**src/rtl/core/lcdmts_pkg.sv**
```systemverilog
// ----------------------------------------------------------------------------
// lcdmts_pkg
// Types, timing constants and register codes of the LCD mode timing sequencer.
// ----------------------------------------------------------------------------
`default_nettype none

package lcdmts_pkg;

    localparam int MAX_DOTS_PER_ITEM = 255;
    localparam int VISIBLE_LINES     = 144;
    localparam int MAX_EVENTS        = 5;

    localparam logic [9:0] DOT_MAX_PER_ITEM = 10'(MAX_DOTS_PER_ITEM);
    localparam logic [9:0] DOT_SAT          = 10'd1023;
    localparam logic [9:0] LEN_OAM          = 10'd80;
    localparam logic [9:0] LEN_DRAW         = 10'd172;
    localparam logic [9:0] LEN_HBLANK       = 10'd204;
    localparam logic [9:0] LEN_LINE         = 10'd456;
    localparam logic [7:0] LINE_VISIBLE     = 8'(VISIBLE_LINES);
    localparam logic [7:0] LINE_LAST        = 8'd153;

    // STAT interrupt enable bit positions
    localparam int IRQ_EN_HBLANK  = 0;
    localparam int IRQ_EN_VBLANK  = 1;
    localparam int IRQ_EN_OAM     = 2;
    localparam int IRQ_EN_COMPARE = 3;

    typedef logic [7:0] t_cfg_idx;
    localparam t_cfg_idx CFG_LCD_ENABLE   = 8'd0;
    localparam t_cfg_idx CFG_STAT_IRQ_EN  = 8'd1;
    localparam t_cfg_idx CFG_COMPARE_LINE = 8'd2;
    localparam t_cfg_idx CFG_SKIP_RENDER  = 8'd3;

    typedef logic [2:0] t_evt_cnt;

    typedef enum logic [1:0] {
        MODE_HBLANK = 2'd0,
        MODE_VBLANK = 2'd1,
        MODE_OAM    = 2'd2,
        MODE_DRAW   = 2'd3
    } t_lcd_mode;

    typedef enum logic {
        S_IDLE,
        S_RUN
    } t_ctrl_state;

    // controller -> datapath
    typedef struct packed {
        logic accept;   // take the input transaction
        logic step;     // cross one period boundary and load its event
        logic status;   // load the closing status item
    } t_dp_cmd;

    // datapath -> controller
    typedef struct packed {
        logic can_step;  // display on and a full period is in the counter
        logic slot_free; // output register empty or being taken
    } t_dp_sts;

endpackage

`default_nettype wire

```
**src/rtl/core/lcdmts_ctrl.sv**
```systemverilog
// ----------------------------------------------------------------------------
// lcdmts_ctrl
// Sequencer control: accepts one item, issues up to five steps, then status.
// ----------------------------------------------------------------------------
`default_nettype none

module lcdmts_ctrl (
    input  wire                i_clk,
    input  wire                i_rst_n,
    input  wire                i_in_valid,
    output logic               o_in_ready,
    input  lcdmts_pkg::t_dp_sts i_sts,
    output lcdmts_pkg::t_dp_cmd o_cmd
);
    import lcdmts_pkg::*;

    t_ctrl_state r_state, n_state;
    t_evt_cnt    r_evt_cnt, n_evt_cnt;
    logic        do_step;

    assign do_step = i_sts.can_step && (r_evt_cnt < t_evt_cnt'(MAX_EVENTS));

    always_comb begin
        n_state = r_state;
        unique case (r_state)
            S_IDLE: if (i_in_valid) n_state = S_RUN;
            S_RUN:  if (i_sts.slot_free && !do_step) n_state = S_IDLE;
            default: n_state = S_IDLE;
        endcase
    end

    always_comb begin
        o_in_ready = 1'b0;
        o_cmd      = '0;
        n_evt_cnt  = r_evt_cnt;
        unique case (r_state)
            S_IDLE: begin
                o_in_ready = 1'b1;
                if (i_in_valid) begin
                    o_cmd.accept = 1'b1;
                    n_evt_cnt    = '0;
                end
            end
            S_RUN: begin
                if (i_sts.slot_free) begin
                    if (do_step) begin
                        o_cmd.step = 1'b1;
                        n_evt_cnt  = r_evt_cnt + 3'd1;
                    end else begin
                        o_cmd.status = 1'b1;
                    end
                end
            end
            default: ;
        endcase
    end

    always_ff @(posedge i_clk) begin
        if (!i_rst_n) begin
            r_state   <= S_IDLE;
            r_evt_cnt <= '0;
        end else begin
            r_state   <= n_state;
            r_evt_cnt <= n_evt_cnt;
        end
    end

endmodule

`default_nettype wire

```
**src/rtl/core/lcdmts_dp.sv**
```systemverilog
// ----------------------------------------------------------------------------
// lcdmts_dp
// Timing datapath: config registers, dot counter, line and mode state, the
// one-boundary step unit and the output register.
// ----------------------------------------------------------------------------
`default_nettype none

module lcdmts_dp (
    input  wire                  i_clk,
    input  wire                  i_rst_n,
    input  wire                  i_cfg_valid,
    input  lcdmts_pkg::t_cfg_idx i_cfg_index,
    input  wire  [7:0]           i_cfg_data,
    input  wire  [7:0]           i_dots,
    input  lcdmts_pkg::t_dp_cmd  i_cmd,
    output lcdmts_pkg::t_dp_sts  o_sts,
    output logic                 o_out_valid,
    input  wire                  i_out_ready,
    output logic [7:0]           o_line,
    output logic [1:0]           o_lcd_mode,
    output logic                 o_coincidence,
    output logic                 o_render_request,
    output logic                 o_vblank_irq,
    output logic                 o_stat_irq,
    output logic                 o_frame_ready,
    output logic                 o_last
);
    import lcdmts_pkg::*;

    // config
    logic       r_lcd_en;
    logic [3:0] r_irq_en;
    logic [7:0] r_cmp_line;
    logic       r_skip;

    // timing state
    logic [9:0] r_dc;
    logic [7:0] r_line;
    t_lcd_mode  r_mode;
    logic       r_coinc;

    // output register
    logic       r_out_valid;
    logic [7:0] r_o_line;
    logic [1:0] r_o_mode;
    logic       r_o_coinc, r_o_rr, r_o_vb, r_o_st, r_o_fr, r_o_last;

    // step unit
    logic [9:0]  len;
    logic [9:0]  s_dc;
    logic [7:0]  s_line, line_inc;
    t_lcd_mode   s_mode;
    logic        s_coinc, s_rr, s_vb, s_st, s_fr;
    logic [9:0]  dots_sat;
    logic [10:0] dot_sum;

    assign dots_sat = ({2'b0, i_dots} > DOT_MAX_PER_ITEM) ? DOT_MAX_PER_ITEM : {2'b0, i_dots};
    assign dot_sum  = {1'b0, r_dc} + {1'b0, dots_sat};
    assign line_inc = r_line + 8'd1;

    always_comb begin
        unique case (r_mode)
            MODE_OAM:    len = LEN_OAM;
            MODE_DRAW:   len = LEN_DRAW;
            MODE_HBLANK: len = LEN_HBLANK;
            MODE_VBLANK: len = LEN_LINE;
            default:     len = LEN_LINE;
        endcase
    end

    always_comb begin
        s_dc    = r_dc - len;
        s_line  = r_line;
        s_mode  = r_mode;
        s_coinc = r_coinc;
        s_rr    = 1'b0;
        s_vb    = 1'b0;
        s_st    = 1'b0;
        s_fr    = 1'b0;
        unique case (r_mode)
            MODE_OAM: s_mode = MODE_DRAW;
            MODE_DRAW: begin
                s_mode = MODE_HBLANK;
                s_rr   = !r_skip && (r_line < LINE_VISIBLE);
                s_st   = r_irq_en[IRQ_EN_HBLANK];
            end
            MODE_HBLANK: begin
                s_line  = line_inc;
                s_coinc = (line_inc == r_cmp_line);
                if (line_inc == LINE_VISIBLE) begin
                    s_mode = MODE_VBLANK;
                    s_fr   = !r_skip;
                    s_vb   = 1'b1;
                    s_st   = r_irq_en[IRQ_EN_VBLANK];
                end else begin
                    s_mode = MODE_OAM;
                    s_st   = r_irq_en[IRQ_EN_OAM];
                end
                s_st = s_st || (s_coinc && r_irq_en[IRQ_EN_COMPARE]);
            end
            MODE_VBLANK: begin
                if (line_inc > LINE_LAST) begin
                    // wrap to the top of the next frame
                    s_line  = '0;
                    s_mode  = MODE_OAM;
                    s_coinc = (r_cmp_line == 8'd0);
                    s_st    = r_irq_en[IRQ_EN_OAM];
                end else begin
                    s_line  = line_inc;
                    s_coinc = (line_inc == r_cmp_line);
                end
                s_st = s_st || (s_coinc && r_irq_en[IRQ_EN_COMPARE]);
            end
            default: ;
        endcase
    end

    assign o_sts.can_step  = r_lcd_en && (r_dc >= len);
    assign o_sts.slot_free = !r_out_valid || i_out_ready;

    always_ff @(posedge i_clk) begin
        if (!i_rst_n) begin
            r_lcd_en   <= 1'b1;
            r_irq_en   <= '0;
            r_cmp_line <= '0;
            r_skip     <= 1'b0;
        end else if (i_cfg_valid) begin
            unique case (i_cfg_index)
                CFG_LCD_ENABLE:   r_lcd_en   <= i_cfg_data[0];
                CFG_STAT_IRQ_EN:  r_irq_en   <= i_cfg_data[3:0];
                CFG_COMPARE_LINE: r_cmp_line <= i_cfg_data;
                CFG_SKIP_RENDER:  r_skip     <= i_cfg_data[0];
                default: ;
            endcase
        end
    end

    always_ff @(posedge i_clk) begin
        if (!i_rst_n) begin
            r_dc    <= '0;
            r_line  <= '0;
            r_mode  <= MODE_OAM;
            r_coinc <= 1'b0;
        end else if (i_cmd.accept) begin
            if (!r_lcd_en) begin
                // display off: drop the dots, hold the counter
                r_line  <= '0;
                r_mode  <= MODE_HBLANK;
                r_coinc <= 1'b0;
            end else begin
                r_dc <= dot_sum[10] ? DOT_SAT : dot_sum[9:0];
            end
        end else if (i_cmd.step) begin
            r_dc    <= s_dc;
            r_line  <= s_line;
            r_mode  <= s_mode;
            r_coinc <= s_coinc;
        end
    end

    always_ff @(posedge i_clk) begin
        if (!i_rst_n) begin
            r_out_valid <= 1'b0;
        end else if (i_cmd.step || i_cmd.status) begin
            r_out_valid <= 1'b1;
        end else if (i_out_ready) begin
            r_out_valid <= 1'b0;
        end
    end

    always_ff @(posedge i_clk) begin
        if (i_cmd.step) begin
            r_o_line  <= s_line;
            r_o_mode  <= s_mode;
            r_o_coinc <= s_coinc;
            r_o_rr    <= s_rr;
            r_o_vb    <= s_vb;
            r_o_st    <= s_st;
            r_o_fr    <= s_fr;
            r_o_last  <= 1'b0;
        end else if (i_cmd.status) begin
            r_o_line  <= r_line;
            r_o_mode  <= r_mode;
            r_o_coinc <= r_coinc;
            r_o_rr    <= 1'b0;
            r_o_vb    <= 1'b0;
            r_o_st    <= 1'b0;
            r_o_fr    <= 1'b0;
            r_o_last  <= 1'b1;
        end
    end

    assign o_out_valid      = r_out_valid;
    assign o_line           = r_o_line;
    assign o_lcd_mode       = r_o_mode;
    assign o_coincidence    = r_o_coinc;
    assign o_render_request = r_o_rr;
    assign o_vblank_irq     = r_o_vb;
    assign o_stat_irq       = r_o_st;
    assign o_frame_ready    = r_o_fr;
    assign o_last           = r_o_last;

endmodule

`default_nettype wire

```
**src/rtl/core/lcd_mode_timing_sequencer.sv**
```systemverilog
// ----------------------------------------------------------------------------
// lcd_mode_timing_sequencer
// LCD mode timing: turns elapsed dot counts into mode change events.
// ----------------------------------------------------------------------------
// Usage:
//   Input channel (i_in_valid / o_in_ready, payload i_dots): each transaction
//   adds that many dot clocks to the dot counter (saturating at 1023).
//   Output channel (o_out_valid / i_out_ready): for each period boundary the
//   counter covers, one event transaction goes out (at most five per input),
//   then one closing status transaction with o_last high.
//   Config channel (i_cfg_valid / o_cfg_ready, always ready): index 0 lcd
//   enable, 1 STAT irq enables, 2 compare line, 3 skip render. Write only
//   while the sequencer is idle; other indexes are ignored.
// Timing:
//   An input transaction is taken into the dot counter, then one output
//   transaction is loaded per cycle by the single step unit while the output
//   register is free (a held output register stalls the steps); a new input
//   is taken only after the closing status of the item has been loaded.
// Reset: line 0, OAM scan, counter 0, display enabled, no output pending.
// Stall: a held output register blocks further steps; the state waits intact.
// Display off: only a status item is produced, showing line 0 and hblank.
// ----------------------------------------------------------------------------
`default_nettype none

module lcd_mode_timing_sequencer (
    input  wire                  i_clk,
    input  wire                  i_rst_n,
    // config channel
    input  wire                  i_cfg_valid,
    output logic                 o_cfg_ready,
    input  lcdmts_pkg::t_cfg_idx i_cfg_index,
    input  wire  [7:0]           i_cfg_data,
    // input channel
    input  wire                  i_in_valid,
    output logic                 o_in_ready,
    input  wire  [7:0]           i_dots,
    // output channel
    output logic                 o_out_valid,
    input  wire                  i_out_ready,
    output logic [7:0]           o_line,
    output logic [1:0]           o_lcd_mode,
    output logic                 o_coincidence,
    output logic                 o_render_request,
    output logic                 o_vblank_irq,
    output logic                 o_stat_irq,
    output logic                 o_frame_ready,
    output logic                 o_last
);
    import lcdmts_pkg::*;

    t_dp_cmd dp_cmd;
    t_dp_sts dp_sts;

    // registers take writes at any time; callers keep to idle periods
    assign o_cfg_ready = 1'b1;

    // sequence accept, steps and the closing status
    lcdmts_ctrl u_ctrl (
        .i_clk      (i_clk),
        .i_rst_n    (i_rst_n),
        .i_in_valid (i_in_valid),
        .o_in_ready (o_in_ready),
        .i_sts      (dp_sts),
        .o_cmd      (dp_cmd)
    );

    // hold the timing state and compute one boundary per step
    lcdmts_dp u_dp (
        .i_clk            (i_clk),
        .i_rst_n          (i_rst_n),
        .i_cfg_valid      (i_cfg_valid),
        .i_cfg_index      (i_cfg_index),
        .i_cfg_data       (i_cfg_data),
        .i_dots           (i_dots),
        .i_cmd            (dp_cmd),
        .o_sts            (dp_sts),
        .o_out_valid      (o_out_valid),
        .i_out_ready      (i_out_ready),
        .o_line           (o_line),
        .o_lcd_mode       (o_lcd_mode),
        .o_coincidence    (o_coincidence),
        .o_render_request (o_render_request),
        .o_vblank_irq     (o_vblank_irq),
        .o_stat_irq       (o_stat_irq),
        .o_frame_ready    (o_frame_ready),
        .o_last           (o_last)
    );

endmodule

`default_nettype wire

```
**config.mk**
```make
export PLATFORM = sky130hd
export DESIGN_NAME = lcd_mode_timing_sequencer
export DESIGN_NICKNAME = d
export VERILOG_FILES = /design/src/rtl/core/lcdmts_pkg.sv /design/src/rtl/core/lcdmts_ctrl.sv /design/src/rtl/core/lcdmts_dp.sv /design/src/rtl/core/lcd_mode_timing_sequencer.sv
export SDC_FILE = /design/constraint.sdc
export NUM_CORES = 1
export LEC_CHECK = 0
export ABC_AREA = 1
export BUFFER_PORTS_ARGS = -buffer_cell sky130_fd_sc_hd__buf_4
export CORE_ASPECT_RATIO = 0.75
export CORE_MARGIN = 3
export CORE_UTILIZATION = 40
export DETAILED_ROUTE_END_ITERATION = 10
export PLACE_DENSITY_LB_ADDON = 0.2
export RECOVER_POWER = 25
export SYNTH_ARGS = -nofsm -noshare
export SYNTH_HDL_FRONTEND = slang
export SYNTH_HIERARCHICAL = 1
export SYNTH_SLANG_ARGS = --single-unit
```
**constraint.sdc**
```tcl
create_clock -name i_clk -period 6.3 [get_ports i_clk]
set_input_delay 1.26 -clock i_clk [delete_from_list [all_inputs] [get_ports i_clk]]
set_output_delay 1.26 -clock i_clk [all_outputs]
set_load 0.005 [all_outputs]
```
==> results.yml, run 1 <==
yosys:
  synth-compound-area-share_pct: 18.0
  ys_ff_latch: 56
  synth_top_family_by_area: "simple AND/OR/NAND/NOR gates"
  synthFlopType: "dfxtp_1"
  synth_simple_gate_area_share_pct: 27.7
  synth_edf_count: 15
  ys_warn_count: 6
  synth_top_area_share_pct: 21.6
  syn_avg_cell_area_um2: 7.15
  synth.distinct_cells: 43
  synth_fp_nets: 587
  async_flop_share_pct: 0
  synth.top_cells.by_area: "dfxtp_1 22%, nand2_1 12%, edfxtp_1 12%"
  synth_area_um2: 3800
  synth_mux_area_share_pct: 0
  synthAdderAreaFrac_pct: 8.95
  yosys.area.top_type: "dfxtp_1"
  synth_cells: 532
  synth-xor-area-share_pct: 2.76
  ys_seq_area_share_pct: 33.4
critical_path:
  worst-path-max-fanout: 24
  crit_arrival_ns: 4.38
  rrSetupSlack_ns: 2.14
  startpoint_type: "flip-flop"
  required_ns: 6.52
  crit_family: "compound AO/OA/AOI/OAI gates"
  cp_num_cells: 21
  cp-end-kind: "flip-flop"
  r2r_start: "u_dp/r_mode[0]"
  reg2reg_depth: 21
  reg2reg_to: "u_dp/r_dc[7]"
  cp_slowest_cell: "o21ai_1"
  endpoint: "u_dp/r_dc[7]"
  crit_buf_inv: 6
  cpPeakStageDelay_ns: 0.78
  cp-startpoint: "u_dp/r_mode[0]"
  critPathKind: "flip-flop to flip-flop"
  crit_path_cell_trace: "inv_1 -> ha_1 -> inv_1 -> ha_1 -> inv_1 -> fa_1 -> nand3_1 -> nand2_1 -> nand2_1 -> nand2_1 -> a21oi_1 -> or2_2 -> nand3_1 -> nand2_1 -> inv_1 -> nand3_2 -> inv_2 -> clkinv_1 -> o21ai_1 -> o21ai_0 -> a31oi_1"
timing:
  slew_headroom_pct: 39.6
  finalSetupViolCount: 0
  timing.setup.tns_ns: 0
  tightest_slew_ns: 0.901
  rsz0062_at_grt: "no"
  skew_ns: 0.00929
  drv_slew: 0
  finalCriticalPeriod_ns: 4.16
  period_share_pct: 66.1
  fmax_ghz: 0.240
  hold_violations: 0
die:
  coreArea_um2: 9160
  rows: 30
  fp.dieH_um: 90.4
  fp.dieArea_um2: 10700
  start_util_pct: 41.5
  io_pins: 48
  die_x_um: 119
detailed_routing:
  firstDrtPassIters: 6
  viasPerCell: 5.23
  post_drt_wl_per_cell_um: 14.3
  wl_mm: 10.0
  drtAntennaViolNets: 0
  drtIter0Drc: 298
  drc: 0
  num_vias: 3655
finish:
  final_util_pct: 48.0
  layout.nets: 625
  areaGrowthSynthToFinish_pct: 15.7
  drive_above_1_share_pct: 15.2
  instances_no_fill: 699
  num_antenna_cells: 0
pwr:
  swShare_pct: 35.3
  p_int_uw: 779
  p_clk_share_pct: 26.5
  ir_worst_vdd_v: 0.000124
  leakage_nw: 1.92
  p_per_area_nw_per_um2: 274
  seqPwrFrac_pct: 38.3
  combPwrFrac_pct: 35.2
  power.switching_uw: 425
cts:
  clk_pin_slew_ns: 0.08
  insertion_delay_ns: 0.30
  clockRootBuffer: "clkbuf_16"
  tritoncts: "done"
  cts_setup_buffers: 0
  hold_buffers: 0
  cts_buffers: 5
  clk_path_buf_depth: 2
  cts_resized: 0
  h-tree-depth: 2
  cts_sinks: 56
hold_path:
  hold_path.class: "flip-flop to flip-flop"
global_route:
  grt_pass1_vias: 3272
  grt_pass1_wl_mm: 16.5
  grt_start_max_net_pins: 25
  antenna_found_initial: 0
  grt_usage_pct: 18.8
  grt_overflow: 0
placed_design:
  io_buffers: 46
  dp_hpwl_mm: 7.99
  dpl.cell_count: 691
  gp_congestion: 0.993
job:
  drv_cap: 0
run_status:
  outcome: "finished, final reports clean"
## tightest hold or removal path, cell delays in order, from the launching register on
cell and delay [ns]:
dfxtp_1 0.30, inv_1 0.07, a21oi_1 0.06
## state kept, by name, summed over array words and instances, names as in the netlist
name                   count
u_dp/o_render_request      1
u_dp/r_skip                1
u_ctrl/r_state             1
u_dp/o_out_valid           1
u_dp/o_vblank_irq          1
u_dp/o_frame_ready         1
u_dp/r_coinc               1
u_dp/o_last                1
u_dp/r_dc                 10
u_dp/o_coincidence         1
u_dp/o_line                8
u_dp/r_mode                2
u_dp/o_lcd_mode            2
u_ctrl/r_evt_cnt           3
u_dp/r_line                8
u_dp/r_irq_en              4
u_dp/r_lcd_en              1
u_dp/r_cmp_line            8
u_dp/o_stat_irq            1
## worst min-delay path by stage
stage	slack [ns]	start	endpoint	cells after the start
after global placement	0.46	u_dp/r_irq_en[1]	u_dp/r_irq_en[1]	2
final	0.47	u_dp/r_irq_en[1]	u_dp/r_irq_en[1]	2
after CTS	0.47	u_dp/r_irq_en[1]	u_dp/r_irq_en[1]	2
after detailed placement	0.46	u_dp/r_irq_en[1]	u_dp/r_irq_en[1]	2
after global routing	0.51	u_dp/r_line[7]	u_dp/r_line[7]	2
after floorplan	0.43	u_dp/r_irq_en[1]	u_dp/r_irq_en[1]	2
## area by class of cell
type                       count  area, um^2
multi-input combinational    391        2190
sequential                    56        1270
clock inverter                 3        42.5
tap                          128         160
timing repair buffer          47         353
inverter                      69         259
fill                         955        4760
clock buffer                   5         125
## cells by family (layout without fill, tap and decap cells)
logic type      Yosys count  in the layout
other cells               1              1
compound gates          119            119
simple gates            233            233
xor+xnor                 12             12
buf+inv                  85            124
fa+ha+maj                26             26
flops                    56             56
## power by group through the flow
stage / combinational (mW) / sequential (mW) / clock, mW
floorplan: 0.283 / 0.461 / 0
global placement: 0.415 / 0.470 / 0
detailed placement: 0.418 / 0.471 / 0
CTS: 0.421 / 0.463 / 0.321
global route: 0.478 / 0.470 / 0.337
finish: 0.424 / 0.461 / 0.320
## layout by cell type (no fill, tap or decap), types with 2 or more instances in the layout
| cell | count |
|---|---|
| a21o_1 | 2 |
| a21oi_1 | 44 |
| a21oi_2 | 2 |
| a31oi_1 | 7 |
| buf_4 | 28 |
| clkbuf_16 | 5 |
| clkbuf_4 | 19 |
| clkinv_1 | 2 |
| dfxtp_1 | 41 |
| edfxtp_1 | 15 |
| fa_1 | 2 |
| ha_1 | 24 |
| inv_1 | 62 |
| inv_2 | 6 |
| nand2_1 | 124 |
| nand2_2 | 6 |
| nand3_1 | 47 |
| nand3_2 | 8 |
| nand4_1 | 5 |
| nor2_1 | 31 |
| nor2_4 | 2 |
| nor3_1 | 3 |
| o211ai_1 | 6 |
| o211ai_2 | 3 |
| o21ai_0 | 42 |
| o21ai_1 | 4 |
| o21bai_1 | 2 |
| o31ai_1 | 2 |
| or2_2 | 3 |
| xnor2_1 | 6 |
| xor2_1 | 6 |
## synth_stat cells, types with 4 or more instances
cell        n
a21oi_1    44
inv_2       6
o21ai_1     4
a31oi_1     7
xnor2_1     6
o211ai_1    6
nand2_1   124
nor2_1     31
edfxtp_1   15
nand3_2     8
xor2_1      6
o21ai_0    42
dfxtp_1    41
nand4_1     5
inv_1      62
nand3_1    47
nand2_2     6
clkbuf_1   10
ha_1       24
## layer usage
layer,vias to the layer above,GRT usage (%),routed length [um]
met5,-,0,0
met4,0,4.15,92
met3,14,5.01,990
met2,173,24.3,3630
met1,1619,30.3,5310
li1,1849,-,-
## stage by stage
step	hold slack, ns	total power [mW]	cell area, um^2	worst slack, ns
floorplan	0.430	0.744	3800	3.09
global placement	0.457	0.886	4230	2.45
detailed placement	0.464	0.889	4230	2.20
CTS	0.474	1.21	4400	2.15
global route	0.515	1.29	4400	1.54
finish	0.471	1.20	4400	2.14
No activity file was read; power rests on OpenSTA's default activity.
==> inputs of run 2 (changes only) <==
==> constraint.sdc (replaced) <==
create_clock -name i_clk -period 4.1 [get_ports i_clk]
set_input_delay 0.82 -clock i_clk [delete_from_list [all_inputs] [get_ports i_clk]]
set_output_delay 0.82 -clock i_clk [all_outputs]
set_load 0.005 [all_outputs]
==> results.yml, run 2 (synthesis gave the netlist of run 1 again) <==
run_status:
  outcome: "finished, final reports clean"
critical_path:
  cp-startpoint: "u_dp/r_mode[1]"
  required_ns: 4.03
  crit_path_frequent_cell: "nand2_1"
  cp_slowest_cell: "nand2_1"
  cp-end-kind: "flip-flop"
  crit_path_cell_trace: "inv_1 -> ha_1 -> inv_1 -> ha_1 -> inv_1 -> fa_1 -> nand3_1 -> nand2_1 -> nand2_1 -> nand2_1 -> a21oi_1 -> or2_2 -> nand3_1 -> nand2_1 -> inv_1 -> nand3_2 -> inv_2 -> clkinv_1 -> nand2_1"
  cpPeakStageDelay_ns: 0.50
  reg2reg_depth: 19
  startpoint_type: "flip-flop"
  critPathKind: "flip-flop to flip-flop"
  rrSetupSlack_ns: 0.44
  r2r_start: "u_dp/r_mode[1]"
  worst-path-max-fanout: 24
  endpoint: "u_dp/o_line[3]"
  crit_arrival_ns: 3.60
  reg2reg_to: "u_dp/o_line[3]"
timing:
  hold_violations: 0
  drv_slew: 0
  timing.setup.tns_ns: 0
  finalSetupViolCount: 0
  rsz0062_at_grt: "no"
  period_share_pct: 89.4
  finalCriticalPeriod_ns: 3.66
  tightest_slew_ns: 0.850
  skew_ns: 0.00760
  slew_headroom_pct: 42.9
  fmax_ghz: 0.273
die:
  start_util_pct: 41.5
  io_pins: 48
  coreArea_um2: 9160
  fp.dieArea_um2: 10700
  rows: 30
  fp.dieH_um: 90.4
  die_x_um: 119
global_route:
  grt_overflow: 0
  antenna_found_initial: 0
  grt_pass1_vias: 3248
  grt_start_max_net_pins: 25
  grt_usage_pct: 18.6
  grt_pass1_wl_mm: 16.6
hold_path:
  min_from: "u_dp/r_irq_en[1]"
  hold_path.class: "flip-flop to flip-flop"
detailed_routing:
  wl_mm: 9.94
  post_drt_wl_per_cell_um: 14.2
  firstDrtPassIters: 5
  num_vias: 3596
  drtAntennaViolNets: 0
  viasPerCell: 5.13
  drc: 0
  drtIter0Drc: 253
finish:
  regArea_um2: 1270
  final.fill_count: 927
  layout.nets: 627
  areaGrowthSynthToFinish_pct: 16.2
  largest_reg_flops: 10
  top_register: "u_dp/r_dc"
  finalInstanceArea_um2: 4420
  num_antenna_cells: 0
  drive_above_1_share_pct: 15.7
  final_cell_mix: "124 x nand2_1, 62 x inv_1, 47 x nand3_1, 44 x a21oi_1"
  multi_input_area_um2: 2190
  final_common_cell: "nand2_1"
cts:
  cts_resized: 0
  h-tree-depth: 2
  tritoncts: "done"
  cts_buffers: 5
  cts_setup_buffers: 0
  hold_buffers: 0
  insertion_delay_ns: 0.29
  clk_path_buf_depth: 2
  clk_pin_slew_ns: 0.08
  clockRootBuffer: "clkbuf_16"
  cts_sinks: 56
placed_design:
  dp_hpwl_mm: 7.92
  gp_congestion: 0.973
  io_buffers: 46
  postPlaceCellArea_um2: 4250
pwr:
  power_mw: 1.86
  ir_worst_vdd_v: 0.000197
  leakage_nw: 1.93
  p_per_area_nw_per_um2: 421
job:
  drv_cap: 0
run 2: changes by cell type in the layout (fill, tap and decap cells not counted), sizes merged:
cell,before,now
inv,68,69
clkinvlp,0,1
clkinv,3,1
buf,28,30
run 2: final cells by class:
| cell class | instances | share of cell area (%) |
|---|---|---|
| Clock inverter | 3 | 1.05 |
| Clock buffer | 5 | 2.83 |
| Sequential cell | 56 | 28.8 |
| Timing Repair Buffer | 49 | 8.33 |
| Inverter | 69 | 5.86 |
| Multi-Input combinational cell | 391 | 49.5 |
| Tap cell | 128 | 3.63 |
run 2: worst min path at each step:
stage | endpoint | slack (ns) | cells after the start
final | u_dp/r_irq_en[1] | 0.48 | 2
after global placement | u_dp/r_irq_en[1] | 0.46 | 2
after floorplan | u_dp/r_irq_en[1] | 0.43 | 2
after detailed placement | u_dp/r_irq_en[1] | 0.47 | 2
after global routing | u_dp/r_irq_en[1] | 0.49 | 2
after CTS | u_dp/r_irq_en[1] | 0.48 | 2
run 2: per-stage QoR:
step / util (%) / setup slack, ns / instances / hold slack, ns
6_report: 48.2 / 0.435 / 701 / 0.477
5_1_grt: 48.2 / 0.0337 / 701 / 0.493
4_1_cts: 48.2 / 0.0528 / 701 / 0.477
3_5_place_dp: 46.4 / 0.0845 / 693 / 0.468
3_3_place_gp: 46.4 / 0.274 / 693 / 0.463
2_1_floorplan: - / 0.889 / 532 / 0.430
run 2: metal layers:
layer	up-vias	wire length (um)	GRT usage (%)
met3	5	822	3.94
met1	1591	5370	31.5
met4	0	47	2.89
li1	1851	-	-
met2	149	3690	23.5
met5	-	0	0
run 2: worst max-delay path, delay by kind of cell (launching register included):
kind	cells	cell delay [ns]
simple gates	9	1.33
buf+inv	6	0.79
fa+ha+maj	3	0.67
flops	1	0.44
compound gates	1	0.06
run 2: power by group:
group,internal (mW),leakage (nW),switching [mW]
Sequential,0.654,0.478,0.0533
Clock,0.291,0.0804,0.202
Combinational,0.261,1.37,0.398
==> inputs of run 3 (changes only) <==
==> constraint.sdc (replaced) <==
create_clock -name i_clk -period 4.7 [get_ports i_clk]
set_input_delay 0.94 -clock i_clk [delete_from_list [all_inputs] [get_ports i_clk]]
set_output_delay 0.94 -clock i_clk [all_outputs]
set_load 0.005 [all_outputs]
==> results.yml, run 3 (synthesis gave the netlist of run 1 again) <==
die:
  rows: 30
  coreArea_um2: 9160
  fp.dieArea_um2: 10700
  fp.dieH_um: 90.4
  io_pins: 48
  start_util_pct: 41.5
  die_x_um: 119
timing:
  fmax_ghz: 0.250
  finalCriticalPeriod_ns: 4.00
  finalSetupViolCount: 0
  skew_ns: 0.0137
  period_share_pct: 85.1
  tightest_slew_ns: 0.782
  slew_headroom_pct: 47.6
  hold_violations: 0
  finalWorstSetupSlack_ns: 0.699
  timing.setup.tns_ns: 0
  drv_slew: 0
  rsz0062_at_grt: "no"
detailed_routing:
  wl_mm: 10.0
  drc: 0
  post_drt_wl_per_cell_um: 14.3
  num_vias: 3707
  drtAntennaViolNets: 0
  firstDrtPassIters: 5
  viasPerCell: 5.30
  drtIter0Drc: 300
pwr:
  power_mw: 1.56
  leakage_nw: 1.90
  p_per_area_nw_per_um2: 356
  ir_worst_vdd_v: 0.000134
critical_path:
  crit_family: "simple AND/OR/NAND/NOR gates"
  reg2reg_to: "u_dp/r_line[5]"
  cp-startpoint: "u_dp/r_mode[1]"
  cp_slowest_cell: "nor2_1"
  required_ns: 4.92
  startpoint_type: "flip-flop"
  r2r_start: "u_dp/r_mode[1]"
  critPathKind: "flip-flop to flip-flop"
  crit_path_frequent_cell: "nand2_1"
  worst-path-max-fanout: 24
  crit_buf_inv: 6
  rrSetupSlack_ns: 0.70
  reg2reg_depth: 21
  cp-end-kind: "flip-flop"
  cpPeakStageDelay_ns: 0.67
  crit_path_cell_trace: "inv_1 -> ha_1 -> inv_1 -> ha_1 -> inv_1 -> fa_1 -> nand3_1 -> nand2_1 -> nand2_1 -> nand2_1 -> a21oi_1 -> or2_2 -> nand3_1 -> nand2_1 -> inv_1 -> nand3_2 -> inv_2 -> clkinv_1 -> nor2_1 -> nand2_1 -> a21oi_1"
  crit_arrival_ns: 4.22
finish:
  largest_reg_flops: 10
  areaGrowthSynthToFinish_pct: 15.0
  multi_input_area_um2: 2190
  layout.nets: 626
  final_common_cell: "nand2_1"
  drive_above_1_share_pct: 14.9
  final.fill_count: 936
  num_antenna_cells: 0
  top_register: "u_dp/r_dc"
  regArea_um2: 1270
  final_cell_mix: "124 x nand2_1, 62 x inv_1, 47 x nand3_1, 44 x a21oi_1, 42 x o21ai_0"
placed_design:
  io_buffers: 46
  pre_cts_ws_ns: 0.753
  gp_congestion: 0.935
  dp_hpwl_mm: 8.08
cts:
  clk_pin_slew_ns: 0.07
  cts_sinks: 56
  h-tree-depth: 2
  hold_buffers: 0
  clk_path_buf_depth: 2
  cts_buffers: 5
  clockRootBuffer: "clkbuf_16"
  cts_setup_buffers: 0
  insertion_delay_ns: 0.30
  cts_resized: 0
  tritoncts: "done"
global_route:
  grt_pass1_wl_mm: 16.2
  grt_start_max_net_pins: 25
  grt_usage_pct: 18.4
  antenna_found_initial: 0
  grt_pass1_vias: 3126
  grt_overflow: 0
run_status:
  outcome: "finished, final reports clean"
hold_path:
  hold_path.class: "flip-flop to flip-flop"
  min_to: "u_dp/r_irq_en[1]"
  min_from: "u_dp/r_irq_en[1]"
  min_path_cells: 2
job:
  drv_cap: 0
-- run 3: worst min-delay path: cells and delay by family, from the launching register on --
kind            cells  cell delay (ns)
flops               1             0.30
buf+inv             1             0.07
compound gates      1             0.06
-- run 3: layout make-up --
type / instances / share of cell area (%)
tap: 128 / 3.66
clock buffer: 6 / 2.95
clock inverter: 2 / 0.372
inverter: 69 / 5.92
timing repair buffer: 48 / 7.99
multi-input combinational: 391 / 50.0
sequential: 56 / 29.1
-- run 3: stage by stage --
step | std cells | hold WS, ns | util [%] | instance area, um^2
2_1_floorplan | 532 | 0.430 | - | 3800
3_3_place_gp | 692 | 0.463 | 46.3 | 4240
3_5_place_dp | 692 | 0.473 | 46.3 | 4240
4_1_cts | 700 | 0.482 | 47.9 | 4380
5_1_grt | 700 | 0.511 | 47.7 | 4370
6_report | 700 | 0.471 | 47.7 | 4370
-- run 3: metal layers --
metal  GRT usage [%]  share of wire, %  up-vias
met3            3.26               7.9       11
met4            3.76              0.87        0
met1            31.5                55     1684
li1                -                 -     1858
met2            23.0                36      154
met5               0                 0        -
-- run 3: power by group --
| group | total [mW] | internal (mW) | switching, mW | leakage (nW) |
|---|---|---|---|---|
| Sequential | 0.620 | 0.571 | 0.0494 | 0.478 |
| Clock | 0.369 | 0.199 | 0.170 | 0.0671 |
| Combinational | 0.567 | 0.221 | 0.346 | 1.35 |
-- run 3: worst max-delay path by stage --
stage | slack (ns) | to | cells past startpoint
after floorplan | 1.49 | u_dp/r_dc[4] | 22
after global placement | 0.95 | u_dp/r_coinc | 21
after detailed placement | 0.75 | u_dp/r_line[0] | 21
after CTS | 0.74 | u_dp/r_line[5] | 21
after global routing | 0.26 | u_dp/r_line[4] | 21
final | 0.70 | u_dp/r_line[5] | 21
